<file path="config.mk">
export PLATFORM = sky130hd
export DESIGN_NAME = c_like_source_tokenizer
export DESIGN_NICKNAME = d
export VERILOG_FILES = /design/src/hw/rtl/ctls_pkg.sv /design/src/hw/rtl/c_like_source_tokenizer.sv /design/src/hw/rtl/ctls_core.sv /design/src/hw/rtl/ctls_fifo.sv
export SDC_FILE = /design/constraint.sdc
export NUM_CORES = 2
export LEC_CHECK = 0
export ABC_AREA = 1
export BUFFER_PORTS_ARGS = -buffer_cell sky130_fd_sc_hd__buf_2
export CAP_MARGIN = 20
export CORE_MARGIN = 3
export CORE_UTILIZATION = 55
export DETAILED_ROUTE_END_ITERATION = 16
export HOLD_SLACK_MARGIN = 0.02
export PLACE_DENSITY_LB_ADDON = 0.1
export REMOVE_ABC_BUFFERS = 1
export SLEW_MARGIN = 0
export SYNTH_ARGS = -nofsm -noshare
export SYNTH_HDL_FRONTEND = slang
export SYNTH_SLANG_ARGS = --single-unit
</file>
<file path="constraint.sdc">
create_clock -name clk -period 7.3 [get_ports clk]
set_clock_uncertainty 0.05 [all_clocks]
set_input_delay 1.46 -clock clk [delete_from_list [all_inputs] [get_ports clk]]
set_output_delay 1.46 -clock clk [all_outputs]
set_load 0.005 [all_outputs]
</file>
<file path="src/hw/rtl/ctls_pkg.sv">
// ============================================================================
// ctls_pkg
// Shared types, token codes and lookup functions for the source tokenizer.
// ============================================================================
package ctls_pkg;

    // Default values of the top-level parameters.
    localparam int DEF_MAX_NAME_LEN   = 63;
    localparam int DEF_MAX_INT_DIGITS = 61;
    localparam int DEF_MAX_STRING_LEN = 255;
    localparam int DEF_OFFSET_BITS    = 24;

    // Output queue geometry.
    localparam int FIFO_DEPTH = 8;
    localparam int FIFO_PTR_W = 3;
    localparam int FIFO_CNT_W = 4;

    localparam logic [62:0] VAL_MAX = {63{1'b1}};

    // Token kinds.
    localparam logic [5:0] K_INT     = 6'd0;
    localparam logic [5:0] K_FLOAT   = 6'd1;
    localparam logic [5:0] K_STRING  = 6'd2;
    localparam logic [5:0] K_IDENT   = 6'd3;
    localparam logic [5:0] K_IF      = 6'd4;
    localparam logic [5:0] K_ELSE    = 6'd5;
    localparam logic [5:0] K_WHILE   = 6'd6;
    localparam logic [5:0] K_FOR     = 6'd7;
    localparam logic [5:0] K_RETURN  = 6'd8;
    localparam logic [5:0] K_KWINT   = 6'd9;
    localparam logic [5:0] K_KWFLOAT = 6'd10;
    localparam logic [5:0] K_VOID    = 6'd11;
    localparam logic [5:0] K_PLUS    = 6'd12;
    localparam logic [5:0] K_MINUS   = 6'd13;
    localparam logic [5:0] K_STAR    = 6'd14;
    localparam logic [5:0] K_SLASH   = 6'd15;
    localparam logic [5:0] K_PERCENT = 6'd16;
    localparam logic [5:0] K_EQEQ    = 6'd17;
    localparam logic [5:0] K_NE      = 6'd18;
    localparam logic [5:0] K_LT      = 6'd19;
    localparam logic [5:0] K_GT      = 6'd20;
    localparam logic [5:0] K_LE      = 6'd21;
    localparam logic [5:0] K_GE      = 6'd22;
    localparam logic [5:0] K_ASSIGN  = 6'd23;
    localparam logic [5:0] K_ANDAND  = 6'd24;
    localparam logic [5:0] K_OROR    = 6'd25;
    localparam logic [5:0] K_NOT     = 6'd26;
    localparam logic [5:0] K_LPAREN  = 6'd27;
    localparam logic [5:0] K_RPAREN  = 6'd28;
    localparam logic [5:0] K_LBRACE  = 6'd29;
    localparam logic [5:0] K_RBRACE  = 6'd30;
    localparam logic [5:0] K_LBRACK  = 6'd31;
    localparam logic [5:0] K_RBRACK  = 6'd32;
    localparam logic [5:0] K_SEMI    = 6'd33;
    localparam logic [5:0] K_COLON   = 6'd34;
    localparam logic [5:0] K_COMMA   = 6'd35;
    localparam logic [5:0] K_DOT     = 6'd36;
    localparam logic [5:0] K_ARROW   = 6'd37;
    localparam logic [5:0] K_EOF     = 6'd38;
    localparam logic [5:0] K_ERR     = 6'd39;

    // Error causes.
    localparam logic CAUSE_UNTERM  = 1'b0;
    localparam logic CAUSE_UNKNOWN = 1'b1;

    // Scanner modes.
    typedef enum logic [9:0] {
        M_IDLE  = 10'b0000000001,
        M_IDENT = 10'b0000000010,
        M_INT   = 10'b0000000100,
        M_DOT   = 10'b0000001000,
        M_FRAC  = 10'b0000010000,
        M_STR   = 10'b0000100000,
        M_OP    = 10'b0001000000,
        M_LCMT  = 10'b0010000000,
        M_BCMT  = 10'b0100000000,
        M_BSTAR = 10'b1000000000
    } scan_mode_t;

    typedef struct packed {
        logic [7:0] source_byte;
        logic       end_of_source;
    } src_word_t;

    typedef struct packed {
        logic [5:0]  token_kind;
        logic        error_cause;
        logic [15:0] start_line;
        logic [15:0] start_column;
        logic [23:0] start_offset;
        logic [8:0]  token_length;
        logic [62:0] int_value;
        logic        last_of_run;
    } tok_word_t;

    // Up to three words pushed into the output queue per accepted byte.
    typedef struct packed {
        logic [1:0]         count;
        tok_word_t [2:0]    words;
    } tok_push_t;

    function automatic logic [5:0] single_kind(logic [7:0] c);
        logic [5:0] k;
        unique case (c)
            "+":     k = K_PLUS;
            "-":     k = K_MINUS;
            "*":     k = K_STAR;
            "/":     k = K_SLASH;
            "%":     k = K_PERCENT;
            "=":     k = K_ASSIGN;
            "<":     k = K_LT;
            ">":     k = K_GT;
            "!":     k = K_NOT;
            "(":     k = K_LPAREN;
            ")":     k = K_RPAREN;
            "{":     k = K_LBRACE;
            "}":     k = K_RBRACE;
            "[":     k = K_LBRACK;
            "]":     k = K_RBRACK;
            ";":     k = K_SEMI;
            ":":     k = K_COLON;
            ",":     k = K_COMMA;
            ".":     k = K_DOT;
            default: k = K_ERR;
        endcase
        return k;
    endfunction

    function automatic logic [5:0] dual_kind(logic [7:0] a, logic [7:0] b);
        logic [5:0] k;
        k = K_ERR;
        if (a == "=" && b == "=") k = K_EQEQ;
        if (a == "!" && b == "=") k = K_NE;
        if (a == "<" && b == "=") k = K_LE;
        if (a == ">" && b == "=") k = K_GE;
        if (a == "&" && b == "&") k = K_ANDAND;
        if (a == "|" && b == "|") k = K_OROR;
        if (a == "-" && b == ">") k = K_ARROW;
        return k;
    endfunction

    // Keyword match on the first six bytes (first byte lowest) and length.
    function automatic logic [5:0] kw_kind(logic [2:0] len, logic [47:0] p);
        logic [5:0] k;
        k = K_IDENT;
        if (len == 3'd2 && p == 48'h0000_0000_6669) k = K_IF;
        if (len == 3'd4 && p == 48'h0000_6573_6C65) k = K_ELSE;
        if (len == 3'd5 && p == 48'h0065_6C69_6877) k = K_WHILE;
        if (len == 3'd3 && p == 48'h0000_0072_6F66) k = K_FOR;
        if (len == 3'd6 && p == 48'h6E72_7574_6572) k = K_RETURN;
        if (len == 3'd3 && p == 48'h0000_0074_6E69) k = K_KWINT;
        if (len == 3'd5 && p == 48'h0074_616F_6C66) k = K_KWFLOAT;
        if (len == 3'd4 && p == 48'h0000_6469_6F76) k = K_VOID;
        return k;
    endfunction

    function automatic logic [15:0] sat16(logic [15:0] v, logic [15:0] n);
        logic [16:0] s;
        s = {1'b0, v} + {1'b0, n};
        return s[16] ? 16'hFFFF : s[15:0];
    endfunction

    function automatic logic is_digit(logic [7:0] c);
        return c >= "0" && c <= "9";
    endfunction

    function automatic logic is_alpha(logic [7:0] c);
        return (c >= "a" && c <= "z") || (c >= "A" && c <= "Z");
    endfunction

    function automatic logic is_space(logic [7:0] c);
        return c == " " || (c >= 8'd9 && c <= 8'd13);
    endfunction

endpackage

</file>
<file path="src/hw/rtl/c_like_source_tokenizer.sv">
// ============================================================================
// c_like_source_tokenizer
// Streaming tokenizer for a small C-like language: one source byte in per
// word, token records out.
// ============================================================================
//  channel | valid     | stall     | payload
//  src     | src_valid | src_stall | src_word (source_byte, end_of_source)
//  tok     | tok_valid | tok_stall | tok_word (one token record)
//
//  A byte is taken per cycle unless stalled; its tokens enter an eight-word
//  output queue in the same cycle and leave it one per cycle unless stalled.
//  src_stall rises while the queue has fewer than three free words.
//  After reset the block is ready at once; line and column start at 1.
//  After EOF or an error the block keeps taking bytes but emits nothing.
// ============================================================================
module c_like_source_tokenizer #(
    parameter int MAX_NAME_LEN   = ctls_pkg::DEF_MAX_NAME_LEN,
    parameter int MAX_INT_DIGITS = ctls_pkg::DEF_MAX_INT_DIGITS,
    parameter int MAX_STRING_LEN = ctls_pkg::DEF_MAX_STRING_LEN,
    parameter int OFFSET_BITS    = ctls_pkg::DEF_OFFSET_BITS
) (
    input  logic                clk,
    input  logic                rst_n,
    input  logic                src_valid,
    output logic                src_stall,
    input  ctls_pkg::src_word_t src_word,
    output logic                tok_valid,
    input  logic                tok_stall,
    output ctls_pkg::tok_word_t tok_word
);
    import ctls_pkg::*;

    tok_push_t push;
    logic      room;
    logic      step;
    logic      halted;

    assign src_stall = !room;
    assign step      = src_valid && room;

    ctls_core #(
        .MAX_NAME_LEN   (MAX_NAME_LEN),
        .MAX_INT_DIGITS (MAX_INT_DIGITS),
        .MAX_STRING_LEN (MAX_STRING_LEN),
        .OFFSET_BITS    (OFFSET_BITS)
    ) u_core (
        .clk      (clk),
        .rst_n    (rst_n),
        .step     (step),
        .src_word (src_word),
        .push     (push),
        .halted   (halted)
    );

    ctls_fifo u_fifo (
        .clk       (clk),
        .rst_n     (rst_n),
        .push      (push),
        .room      (room),
        .tok_valid (tok_valid),
        .tok_stall (tok_stall),
        .tok_word  (tok_word)
    );

    // Words are pushed only for an accepted byte.
    a_push_on_accept: assert property (@(posedge clk) disable iff (!rst_n)
        (push.count != 2'd0) |-> (src_valid && !src_stall && !halted))
        else $error("push without accepted byte");

endmodule

</file>
<file path="src/hw/rtl/ctls_core.sv">
// ============================================================================
// ctls_core
// Scanner state and the single-pass logic that turns one byte into up to
// three token words.
// ============================================================================
module ctls_core #(
    parameter int MAX_NAME_LEN   = ctls_pkg::DEF_MAX_NAME_LEN,
    parameter int MAX_INT_DIGITS = ctls_pkg::DEF_MAX_INT_DIGITS,
    parameter int MAX_STRING_LEN = ctls_pkg::DEF_MAX_STRING_LEN,
    parameter int OFFSET_BITS    = ctls_pkg::DEF_OFFSET_BITS
) (
    input  logic                clk,
    input  logic                rst_n,
    input  logic                step,
    input  ctls_pkg::src_word_t src_word,
    output ctls_pkg::tok_push_t push,
    output logic                halted
);
    import ctls_pkg::*;

    localparam int DEC_CAP = MAX_INT_DIGITS + 2;
    localparam int CNT_W   = $clog2(2 * MAX_STRING_LEN + MAX_NAME_LEN + DEC_CAP + 4);
    localparam int SC_W    = $clog2(MAX_STRING_LEN + 2);

    scan_mode_t             mode_reg, mode_next;
    logic [7:0]             held_reg, held_next;
    logic [15:0]            line_reg, line_next, col_reg, col_next;
    logic [OFFSET_BITS-1:0] off_reg, off_next;
    logic [15:0]            sline_reg, sline_next, scol_reg, scol_next;
    logic [OFFSET_BITS-1:0] soff_reg, soff_next;
    logic [CNT_W-1:0]       cnt_reg, cnt_next;
    logic [62:0]            acc_reg, acc_next;
    logic [47:0]            prefix_reg, prefix_next;
    logic                   esc_reg, esc_next;
    logic                   halt_reg, halt_next;
    logic [SC_W-1:0]        sc_reg, sc_next;

    logic [7:0]  c;
    logic        at_end;
    logic        is_name;
    logic [66:0] acc_mul;
    logic [2:0]  kw_len;
    logic [5:0]  ident_kind;
    logic [8:0]  len_sat;
    logic [23:0] soff24, coff24, doff24;
    logic [15:0] dcol;
    logic [OFFSET_BITS-1:0] doff;
    logic [5:0]  held_single_kind;
    logic [5:0]  pair_kind;

    // Dispatch of a byte from the idle mode.
    scan_mode_t  d_mode;
    logic        d_emit;
    logic [5:0]  d_kind;

    logic [1:0]  n;
    tok_word_t [2:0] tk;

    function automatic tok_word_t mk(logic [5:0] kind, logic cause, logic [15:0] ln,
                                     logic [15:0] cl, logic [23:0] of, logic [8:0] len,
                                     logic [62:0] val);
        tok_word_t w;
        w.token_kind   = kind;
        w.error_cause  = cause;
        w.start_line   = ln;
        w.start_column = cl;
        w.start_offset = of;
        w.token_length = len;
        w.int_value    = val;
        w.last_of_run  = 1'b0;
        return w;
    endfunction

    // Byte decode and shared helper values.
    always_comb
    begin
        logic [31:0] cnt32;
        c       = src_word.source_byte;
        at_end  = src_word.end_of_source || (c == 8'd0);
        is_name = is_alpha(c) || is_digit(c) || c == "_";
        acc_mul = ({4'b0, acc_reg} << 3) + ({4'b0, acc_reg} << 1) + 67'(c[3:0]);
        kw_len  = (cnt_reg < CNT_W'(7)) ? cnt_reg[2:0] : 3'd7;
        ident_kind = kw_kind(kw_len, prefix_reg);
        cnt32   = 32'(cnt_reg);
        len_sat = (cnt32 > 32'd511) ? 9'd511 : cnt32[8:0];
        soff24  = 24'(32'(soff_reg));
        coff24  = 24'(32'(off_reg));
        dcol    = sat16(scol_reg, 16'(cnt32));
        doff    = soff_reg + OFFSET_BITS'(cnt32);
        doff24  = 24'(32'(doff));
        held_single_kind = single_kind(held_reg);
        pair_kind        = dual_kind(held_reg, c);
    end

    // What a byte does when it starts a new token.
    always_comb
    begin
        d_emit = 1'b0;
        d_kind = single_kind(c);
        if (is_space(c))
            d_mode = M_IDLE;
        else if (is_digit(c))
            d_mode = M_INT;
        else if (is_alpha(c) || c == "_")
            d_mode = M_IDENT;
        else if (c == 8'h22)
            d_mode = M_STR;
        else if (c == "=" || c == "!" || c == "<" || c == ">" || c == "&" || c == "|"
                 || c == "-" || c == "/")
            d_mode = M_OP;
        else
        begin
            d_mode = M_IDLE;
            d_emit = 1'b1;
        end
    end

    // Next state and emitted words.
    always_comb
    begin
        logic do_disp;
        do_disp     = 1'b0;
        n           = 2'd0;
        tk          = '0;
        mode_next   = mode_reg;
        held_next   = held_reg;
        line_next   = line_reg;
        col_next    = col_reg;
        off_next    = off_reg;
        sline_next  = sline_reg;
        scol_next   = scol_reg;
        soff_next   = soff_reg;
        cnt_next    = cnt_reg;
        acc_next    = acc_reg;
        prefix_next = prefix_reg;
        esc_next    = esc_reg;
        halt_next   = halt_reg;
        sc_next     = sc_reg;

        if (!halt_reg && at_end)
        begin
            unique case (mode_reg)
                M_IDENT:
                begin
                    tk[n] = mk(ident_kind, 1'b0, sline_reg, scol_reg, soff24, len_sat, '0);
                    n = n + 2'd1;
                end
                M_INT:
                begin
                    tk[n] = mk(K_INT, 1'b0, sline_reg, scol_reg, soff24, len_sat, acc_reg);
                    n = n + 2'd1;
                end
                M_DOT:
                begin
                    tk[n] = mk(K_INT, 1'b0, sline_reg, scol_reg, soff24, len_sat, acc_reg);
                    n = n + 2'd1;
                    tk[n] = mk(K_DOT, 1'b0, sline_reg, dcol, doff24, 9'd1, '0);
                    n = n + 2'd1;
                end
                M_FRAC:
                begin
                    tk[n] = mk(K_FLOAT, 1'b0, sline_reg, scol_reg, soff24, len_sat, '0);
                    n = n + 2'd1;
                end
                M_STR:
                begin
                    tk[n] = mk(K_ERR, CAUSE_UNTERM, sline_reg, scol_reg, soff24, len_sat, '0);
                    n = n + 2'd1;
                end
                M_OP:
                begin
                    if (held_single_kind == K_ERR)
                        tk[n] = mk(K_ERR, CAUSE_UNKNOWN, sline_reg, scol_reg, soff24, 9'd1,
                                   '0);
                    else
                        tk[n] = mk(held_single_kind, 1'b0, sline_reg, scol_reg, soff24, 9'd1,
                                   '0);
                    n = n + 2'd1;
                end
                default:
                begin
                end
            endcase
            // An end inside a string or after a bad operator byte gives no EOF.
            if (!(mode_reg == M_STR || (mode_reg == M_OP && held_single_kind == K_ERR)))
            begin
                tk[n] = mk(K_EOF, 1'b0, line_reg, col_reg, coff24, 9'd0, '0);
                n = n + 2'd1;
            end
            halt_next = 1'b1;
            mode_next = M_IDLE;
        end
        else if (!halt_reg)
        begin
            unique case (mode_reg)
                M_IDLE:
                    do_disp = 1'b1;
                M_IDENT:
                begin
                    if (is_name && cnt_reg < MAX_NAME_LEN)
                    begin
                        if (cnt_reg < CNT_W'(6))
                            prefix_next = prefix_reg | (48'(c) << {cnt_reg[2:0], 3'b000});
                        cnt_next = cnt_reg + 1'b1;
                    end
                    else
                    begin
                        tk[n] = mk(ident_kind, 1'b0, sline_reg, scol_reg, soff24, len_sat, '0);
                        n = n + 2'd1;
                        do_disp = 1'b1;
                    end
                end
                M_INT:
                begin
                    if (is_digit(c) && cnt_reg < MAX_INT_DIGITS)
                    begin
                        acc_next = (acc_mul > 67'(VAL_MAX)) ? VAL_MAX : acc_mul[62:0];
                        cnt_next = cnt_reg + 1'b1;
                    end
                    else if (c == ".")
                        mode_next = M_DOT;
                    else
                    begin
                        tk[n] = mk(K_INT, 1'b0, sline_reg, scol_reg, soff24, len_sat, acc_reg);
                        n = n + 2'd1;
                        do_disp = 1'b1;
                    end
                end
                M_DOT:
                begin
                    if (is_digit(c))
                    begin
                        mode_next = M_FRAC;
                        cnt_next  = cnt_reg + CNT_W'(2);
                    end
                    else
                    begin
                        tk[n] = mk(K_INT, 1'b0, sline_reg, scol_reg, soff24, len_sat, acc_reg);
                        n = n + 2'd1;
                        tk[n] = mk(K_DOT, 1'b0, sline_reg, dcol, doff24, 9'd1, '0);
                        n = n + 2'd1;
                        do_disp = 1'b1;
                    end
                end
                M_FRAC:
                begin
                    if (is_digit(c) && cnt_reg < DEC_CAP)
                        cnt_next = cnt_reg + 1'b1;
                    else
                    begin
                        tk[n] = mk(K_FLOAT, 1'b0, sline_reg, scol_reg, soff24, len_sat, '0);
                        n = n + 2'd1;
                        do_disp = 1'b1;
                    end
                end
                M_STR:
                begin
                    if (esc_reg)
                    begin
                        esc_next = 1'b0;
                        sc_next  = sc_reg + 1'b1;
                        cnt_next = cnt_reg + 1'b1;
                    end
                    else if (c == 8'h22)
                    begin
                        tk[n] = mk(K_STRING, 1'b0, sline_reg, scol_reg, soff24, len_sat, '0);
                        n = n + 2'd1;
                        mode_next = M_IDLE;
                    end
                    else if (sc_reg >= MAX_STRING_LEN)
                    begin
                        tk[n] = mk(K_ERR, CAUSE_UNTERM, sline_reg, scol_reg, soff24, len_sat,
                                   '0);
                        n = n + 2'd1;
                        halt_next = 1'b1;
                        mode_next = M_IDLE;
                    end
                    else if (c == 8'h5C)
                    begin
                        esc_next = 1'b1;
                        cnt_next = cnt_reg + 1'b1;
                    end
                    else
                    begin
                        sc_next  = sc_reg + 1'b1;
                        cnt_next = cnt_reg + 1'b1;
                    end
                end
                M_OP:
                begin
                    if (held_reg == "/" && c == "/")
                        mode_next = M_LCMT;
                    else if (held_reg == "/" && c == "*")
                        mode_next = M_BCMT;
                    else if (pair_kind != K_ERR)
                    begin
                        tk[n] = mk(pair_kind, 1'b0, sline_reg, scol_reg, soff24, 9'd2, '0);
                        n = n + 2'd1;
                        mode_next = M_IDLE;
                    end
                    else if (held_single_kind == K_ERR)
                    begin
                        tk[n] = mk(K_ERR, CAUSE_UNKNOWN, sline_reg, scol_reg, soff24, 9'd1,
                                   '0);
                        n = n + 2'd1;
                        halt_next = 1'b1;
                        mode_next = M_IDLE;
                    end
                    else
                    begin
                        tk[n] = mk(held_single_kind, 1'b0, sline_reg, scol_reg, soff24, 9'd1,
                                   '0);
                        n = n + 2'd1;
                        do_disp = 1'b1;
                    end
                end
                M_LCMT:
                    if (c == 8'h0A)
                        mode_next = M_IDLE;
                M_BCMT:
                    if (c == "*")
                        mode_next = M_BSTAR;
                M_BSTAR:
                begin
                    if (c == "/")
                        mode_next = M_IDLE;
                    else if (c != "*")
                        mode_next = M_BCMT;
                end
                default:
                    mode_next = M_IDLE;
            endcase

            // Start a new token from this byte.
            if (do_disp)
            begin
                mode_next   = d_mode;
                sline_next  = line_reg;
                scol_next   = col_reg;
                soff_next   = off_reg;
                cnt_next    = (c == 8'h22) ? '0 : CNT_W'(1);
                acc_next    = 63'(c[3:0]);
                prefix_next = 48'(c);
                held_next   = c;
                sc_next     = '0;
                esc_next    = 1'b0;
                // A name byte after an over-long identifier stays a name.
                if (mode_reg == M_IDENT && is_name)
                    mode_next = M_IDENT;
                else if (d_emit)
                begin
                    if (d_kind == K_ERR)
                    begin
                        tk[n] = mk(K_ERR, CAUSE_UNKNOWN, line_reg, col_reg, coff24, 9'd1, '0);
                        halt_next = 1'b1;
                    end
                    else
                        tk[n] = mk(d_kind, 1'b0, line_reg, col_reg, coff24, 9'd1, '0);
                    n = n + 2'd1;
                end
            end

            // Advance the source position.
            if (c == 8'h0A)
            begin
                line_next = sat16(line_reg, 16'd1);
                col_next  = 16'd1;
            end
            else
                col_next = sat16(col_reg, 16'd1);
            off_next = off_reg + 1'b1;
        end

        if (n != 2'd0)
            tk[n - 2'd1].last_of_run = 1'b1;
    end

    assign push.count = step ? n : 2'd0;
    assign push.words = tk;
    assign halted     = halt_reg;

    // Control state.
    always_ff @(posedge clk or negedge rst_n)
    begin
        if (!rst_n)
        begin
            mode_reg <= M_IDLE;
            halt_reg <= 1'b0;
            esc_reg  <= 1'b0;
            line_reg <= 16'd1;
            col_reg  <= 16'd1;
            off_reg  <= '0;
            cnt_reg  <= '0;
            sc_reg   <= '0;
        end
        else if (step)
        begin
            mode_reg <= mode_next;
            halt_reg <= halt_next;
            esc_reg  <= esc_next;
            line_reg <= line_next;
            col_reg  <= col_next;
            off_reg  <= off_next;
            cnt_reg  <= cnt_next;
            sc_reg   <= sc_next;
        end
    end

    // Token payload state.
    always_ff @(posedge clk)
    begin
        if (step)
        begin
            held_reg   <= held_next;
            sline_reg  <= sline_next;
            scol_reg   <= scol_next;
            soff_reg   <= soff_next;
            acc_reg    <= acc_next;
            prefix_reg <= prefix_next;
        end
    end

    // Nothing comes out once the scanner has stopped.
    a_halt_silent: assert property (@(posedge clk) disable iff (!rst_n)
        halt_reg |-> push.count == 2'd0)
        else $error("token emitted after halt");

    // Halt is never released without reset.
    a_halt_sticky: assert property (@(posedge clk) disable iff (!rst_n)
        halt_reg |=> halt_reg)
        else $error("halt released");

    // The string character count never runs past its bound.
    a_str_bound: assert property (@(posedge clk) disable iff (!rst_n)
        sc_reg <= SC_W'(MAX_STRING_LEN))
        else $error("string character count overflow");

endmodule

</file>
<file path="src/hw/rtl/ctls_fifo.sv">
// ============================================================================
// ctls_fifo
// Output queue for token words; takes up to three words a cycle, gives one unless stalled.
// ============================================================================
module ctls_fifo (
    input  logic                clk,
    input  logic                rst_n,
    input  ctls_pkg::tok_push_t push,
    output logic                room,
    output logic                tok_valid,
    input  logic                tok_stall,
    output ctls_pkg::tok_word_t tok_word
);
    import ctls_pkg::*;

    tok_word_t             mem [FIFO_DEPTH];
    logic [FIFO_PTR_W-1:0] wr_reg, rd_reg;
    logic [FIFO_CNT_W-1:0] cnt_reg;
    logic                  pop;

    assign pop       = tok_valid && !tok_stall;
    assign tok_valid = cnt_reg != '0;
    assign tok_word  = mem[rd_reg];
    assign room      = cnt_reg <= FIFO_CNT_W'(FIFO_DEPTH - 3);

    // Pointers and fill count.
    always_ff @(posedge clk or negedge rst_n)
    begin
        if (!rst_n)
        begin
            wr_reg  <= '0;
            rd_reg  <= '0;
            cnt_reg <= '0;
        end
        else
        begin
            wr_reg  <= wr_reg + FIFO_PTR_W'(push.count);
            rd_reg  <= rd_reg + FIFO_PTR_W'(pop);
            cnt_reg <= cnt_reg + FIFO_CNT_W'(push.count) - FIFO_CNT_W'(pop);
        end
    end

    // Word storage.
    always_ff @(posedge clk)
    begin
        for (int i = 0; i < 3; i++)
        begin
            if (i < int'(push.count))
                mem[wr_reg + FIFO_PTR_W'(i)] <= push.words[i];
        end
    end

    // Pushes never overrun the queue.
    a_no_overflow: assert property (@(posedge clk) disable iff (!rst_n)
        cnt_reg <= FIFO_CNT_W'(FIFO_DEPTH))
        else $error("output queue overflow");

    // The fill count tracks pushes and pops.
    a_count_track: assert property (@(posedge clk) disable iff (!rst_n)
        ##1 cnt_reg == $past(cnt_reg) + FIFO_CNT_W'($past(push.count))
                       - FIFO_CNT_W'($past(pop)))
        else $error("output queue count mismatch");

endmodule
</file>
==> out/results.tsv <==
stage	metric	value	unit
logic_synthesis	flops & latches, synth	1360	
drt	post-route ant nets	0	
pwr	Tot Pwr	21.5	mW
job	max cap viols	0	
pwr	leakage power	37.4	nW
clock_network	clock sink total	1360	
die	# rows	141	
sta	Max Freq	0.172	GHz
die	Die H	393	µm
global_routing	largest net degree at the start of global routing	204	
clock_network	CTS HTree Levels	4	
drt	DR vias	79400	
worst_setup_path	Data arrival, critical path	6.30	ns
sta	Slew HR	22.4	%
clock_network	TritonCTS clock tree	done	
logic_synthesis	Post-Synth Adder-Cell Area	2.75	%
global_routing	number of global-route vias before repair	73700	
place	GPL Wtd Cong	0.979	
clock_network	clock buffers created by TritonCTS	153	
place	HPWL Detailed	185000	µm
die	CORE AREA	148000	µm²
logic_synthesis	predominant post-synthesis flop cell	edfxtp_1	
logic_synthesis	Synth Area in Simple Gates	30.5	%
logic_synthesis	xor/xnor share of the synthesized area	0.735	%
worst_setup_path	critical path type	input pin to register	
place	Post-Place Worst Slack	0.869	ns
layout	max reg flops	1088	
clock_network	post-CTS setup buffer count	0	
global_routing	first-pass GRT wire length	465000	µm
worst_hold_path	min-delay worst type	register to register	
logic_synthesis	gate count of the mapped netlist	10500	
pwr	pwr dens	240	nW/µm²
clock_network	Clock Path Buffers	3	
global_routing	total gr overflow	0	
logic_synthesis	post-synth cell types	58	
logic_synthesis	sequential element share of the synthesized area	49.1	%
logic_synthesis	Mapped Area	82200	µm²
drt	Iter 0 DRT Violations	12000	
sta	Hold WS	0.435	ns
sta	Worst Tran Pin Value	1.16	ns
sta	PnR worst setup slack	1.49	ns
worst_setup_path	Crit. End Element	register	
drt	drt via density	6.43	
sta	RSZ-0062 raised after global routing	no	
pwr	peak supply drop	0.000393	V
layout	share of layout cells above drive strength 1	6.79	%
drt	drt total wl	314000	µm
sta	final period utilization	79.6	%
worst_setup_path	CP startpoint kind	input pin	
status	status	finished, final reports clean	
clock_network	Clock Latency Late Sink	0.81	ns
drt	DRC viols	0	
place	Port Buffers	150	
clock_network	CTS clk-pin slew, worst paths	0.06	ns
drt	Pre-Repair DR Iteration Count	10	
layout	# fillers	13100	
clock_network	CTS Root Cell	clkbuf_16	
logic_synthesis	mux contribution to synthesized area	0	%
layout	P&R area growth vs syn	8.85	%
global_routing	initial antenna violation count	3	
sta	Tmin final	5.81	ns
logic_synthesis	syn avg cell area	7.85	µm²
worst_setup_path	worst-path fanout max	27	
drt	wire length per cell	25.5	µm
layout	commonest non-fill, non-tap cell in the layout	nand2_1	
sta	setup_tns	0	ns
layout	final net count	10500	
clock_network	hold_buf cts	0	
sta	Final Hold Viols	0	
logic_synthesis	Yosys warnings	0	
logic_synthesis	Compound-Gate Fraction of Synth Area	10.6	%
die	Die Wd	393	µm
layout	storage element area	40400	µm²
die	die area	154000	µm²
place	Post-DP Area	84500	µm²
worst_setup_path	Critical Path RT	7.79	ns
logic_synthesis	EDFF count, synth	1263	
die	# IOs	151	
clock_network	Post-CTS Resized	0	
layout	post-route cell area	89500	µm²
layout	most frequent cells in the layout	nand2_1, nor2_1, edfxtp_1	
logic_synthesis	largest family of logic cells by synthesized area	simple AND/OR/NAND/NOR gates	
die	Starting Density	55.5	%
layout	area of the multi-input gates	37100	µm²
sta	Setup Viol. Count Final	0	
logic_synthesis	Post-synth ARST share	7.13	%
global_routing	All-Layer GR Usage	39.8	%
sta	Final Max Tran Viols	0	
-- worst max-delay path: stages --
cell     delay, ns
buf_2         0.14
inv_1         0.13
nand2_1       0.16
nor2_2        0.34
nand3_1       0.24
nand3_1       0.19
nand3_1       0.17
nand2_1       0.11
inv_1         0.05
nand4_1       0.13
ha_1          0.25
nand3_1       0.08
nand3_1       0.09
nand2_2       0.44
buf_4         0.43
nand3_4       0.48
inv_2         0.47
buf_4         0.58
nand2_1       0.14
nand3_1       0.11
nand2_1       0.07
-- per-stage QoR --
stage / instances / util (%)
2_1_floorplan: 9797 / -
3_3_place_gp: 12100 / 57.0
3_5_place_dp: 12100 / 57.0
4_1_cts: 12300 / 60.4
5_1_grt: 12300 / 60.4
6_report: 12300 / 60.4
-- cells in the mapped netlist (14+ instances only) --
cell	instances	share of area, %
edfxtp_1	1263	46
a21oi_2	26	0.28
xor2_1	59	0.63
ha_1	171	2.6
a21o_1	28	0.26
nand2_2	14	0.11
nand2_1	2458	11
or2_2	19	0.14
clkbuf_1	362	1.7
buf_4	60	0.55
inv_1	547	2.5
nand3_1	1255	7.6
nand3b_1	14	0.13
nand4_1	111	0.84
o21ai_0	769	4.7
inv_2	18	0.082
a31oi_1	172	1.3
buf_2	210	1.3
nor2_1	2024	9.2
dfrtp_1	94	2.9
buf_1	35	0.16
a211oi_1	19	0.17
o211ai_1	26	0.24
a21oi_1	326	2.0
o22ai_1	149	1.1
nor3_1	91	0.55
-- cell type report --
class                           instances  area share, %
Sequential cell                      1360           45.1
Clock inverter                         79           1.05
Tap cell                             1930           2.70
Antenna cell                            1        0.00280
Clock buffer                          201           4.50
Inverter                              574           2.43
Multi-Input combinational cell       7863           41.4
Timing Repair Buffer                  331           2.82
-- logic make-up after synthesis --
family          Yosys count
buf+inv                1246
simple gates           6041
xor+xnor                 69
flops                  1360
compound gates         1576
fa+ha+maj               177
-- path summary, 6_finish.rpt --
check                                              start                              end  slack [ns]  cells past startpoint
max                                          src_word[8]     u_fifo.mem[2][132]$_DFFE_PP_        1.49                     21
min                        u_core.coff24[19]$_DFFE_PN0P_      u_core.soff24[19]$_DFFE_PP_        0.43                      0
max reg2reg                 u_core.held_reg[4]$_DFFE_PP_     u_fifo.mem[2][132]$_DFFE_PP_        1.55                     19
min reg2reg                u_core.coff24[19]$_DFFE_PN0P_      u_core.soff24[19]$_DFFE_PP_        0.43                      0
max in group asynchronous                          rst_n  u_core.line_reg[12]$_DFFE_PN0P_        5.10                      2
min in group asynchronous                          rst_n      u_fifo.cnt_reg[2]$_DFF_PN0_        0.63                      1
-- report_power, final --
part | switching, mW | internal, mW
sequential | 0.129 | 8.42
clock | 3.42 | 4.34
combinational | 3.71 | 1.46
total | 7.26 | 14.2
-- metal layers --
| metal | vias to the layer above | GRT usage [%] | wire length [µm] |
|---|---|---|---|
| li1 | 35200 | - | - |
| met1 | 37400 | 56.0 | 123000 |
| met2 | 5751 | 58.0 | 132000 |
| met3 | 1042 | 11.7 | 45800 |
| met4 | 2 | 14.9 | 13300 |
| met5 | - | 0 | 12 |
Note: power is estimated with default switching activity, not from simulation.
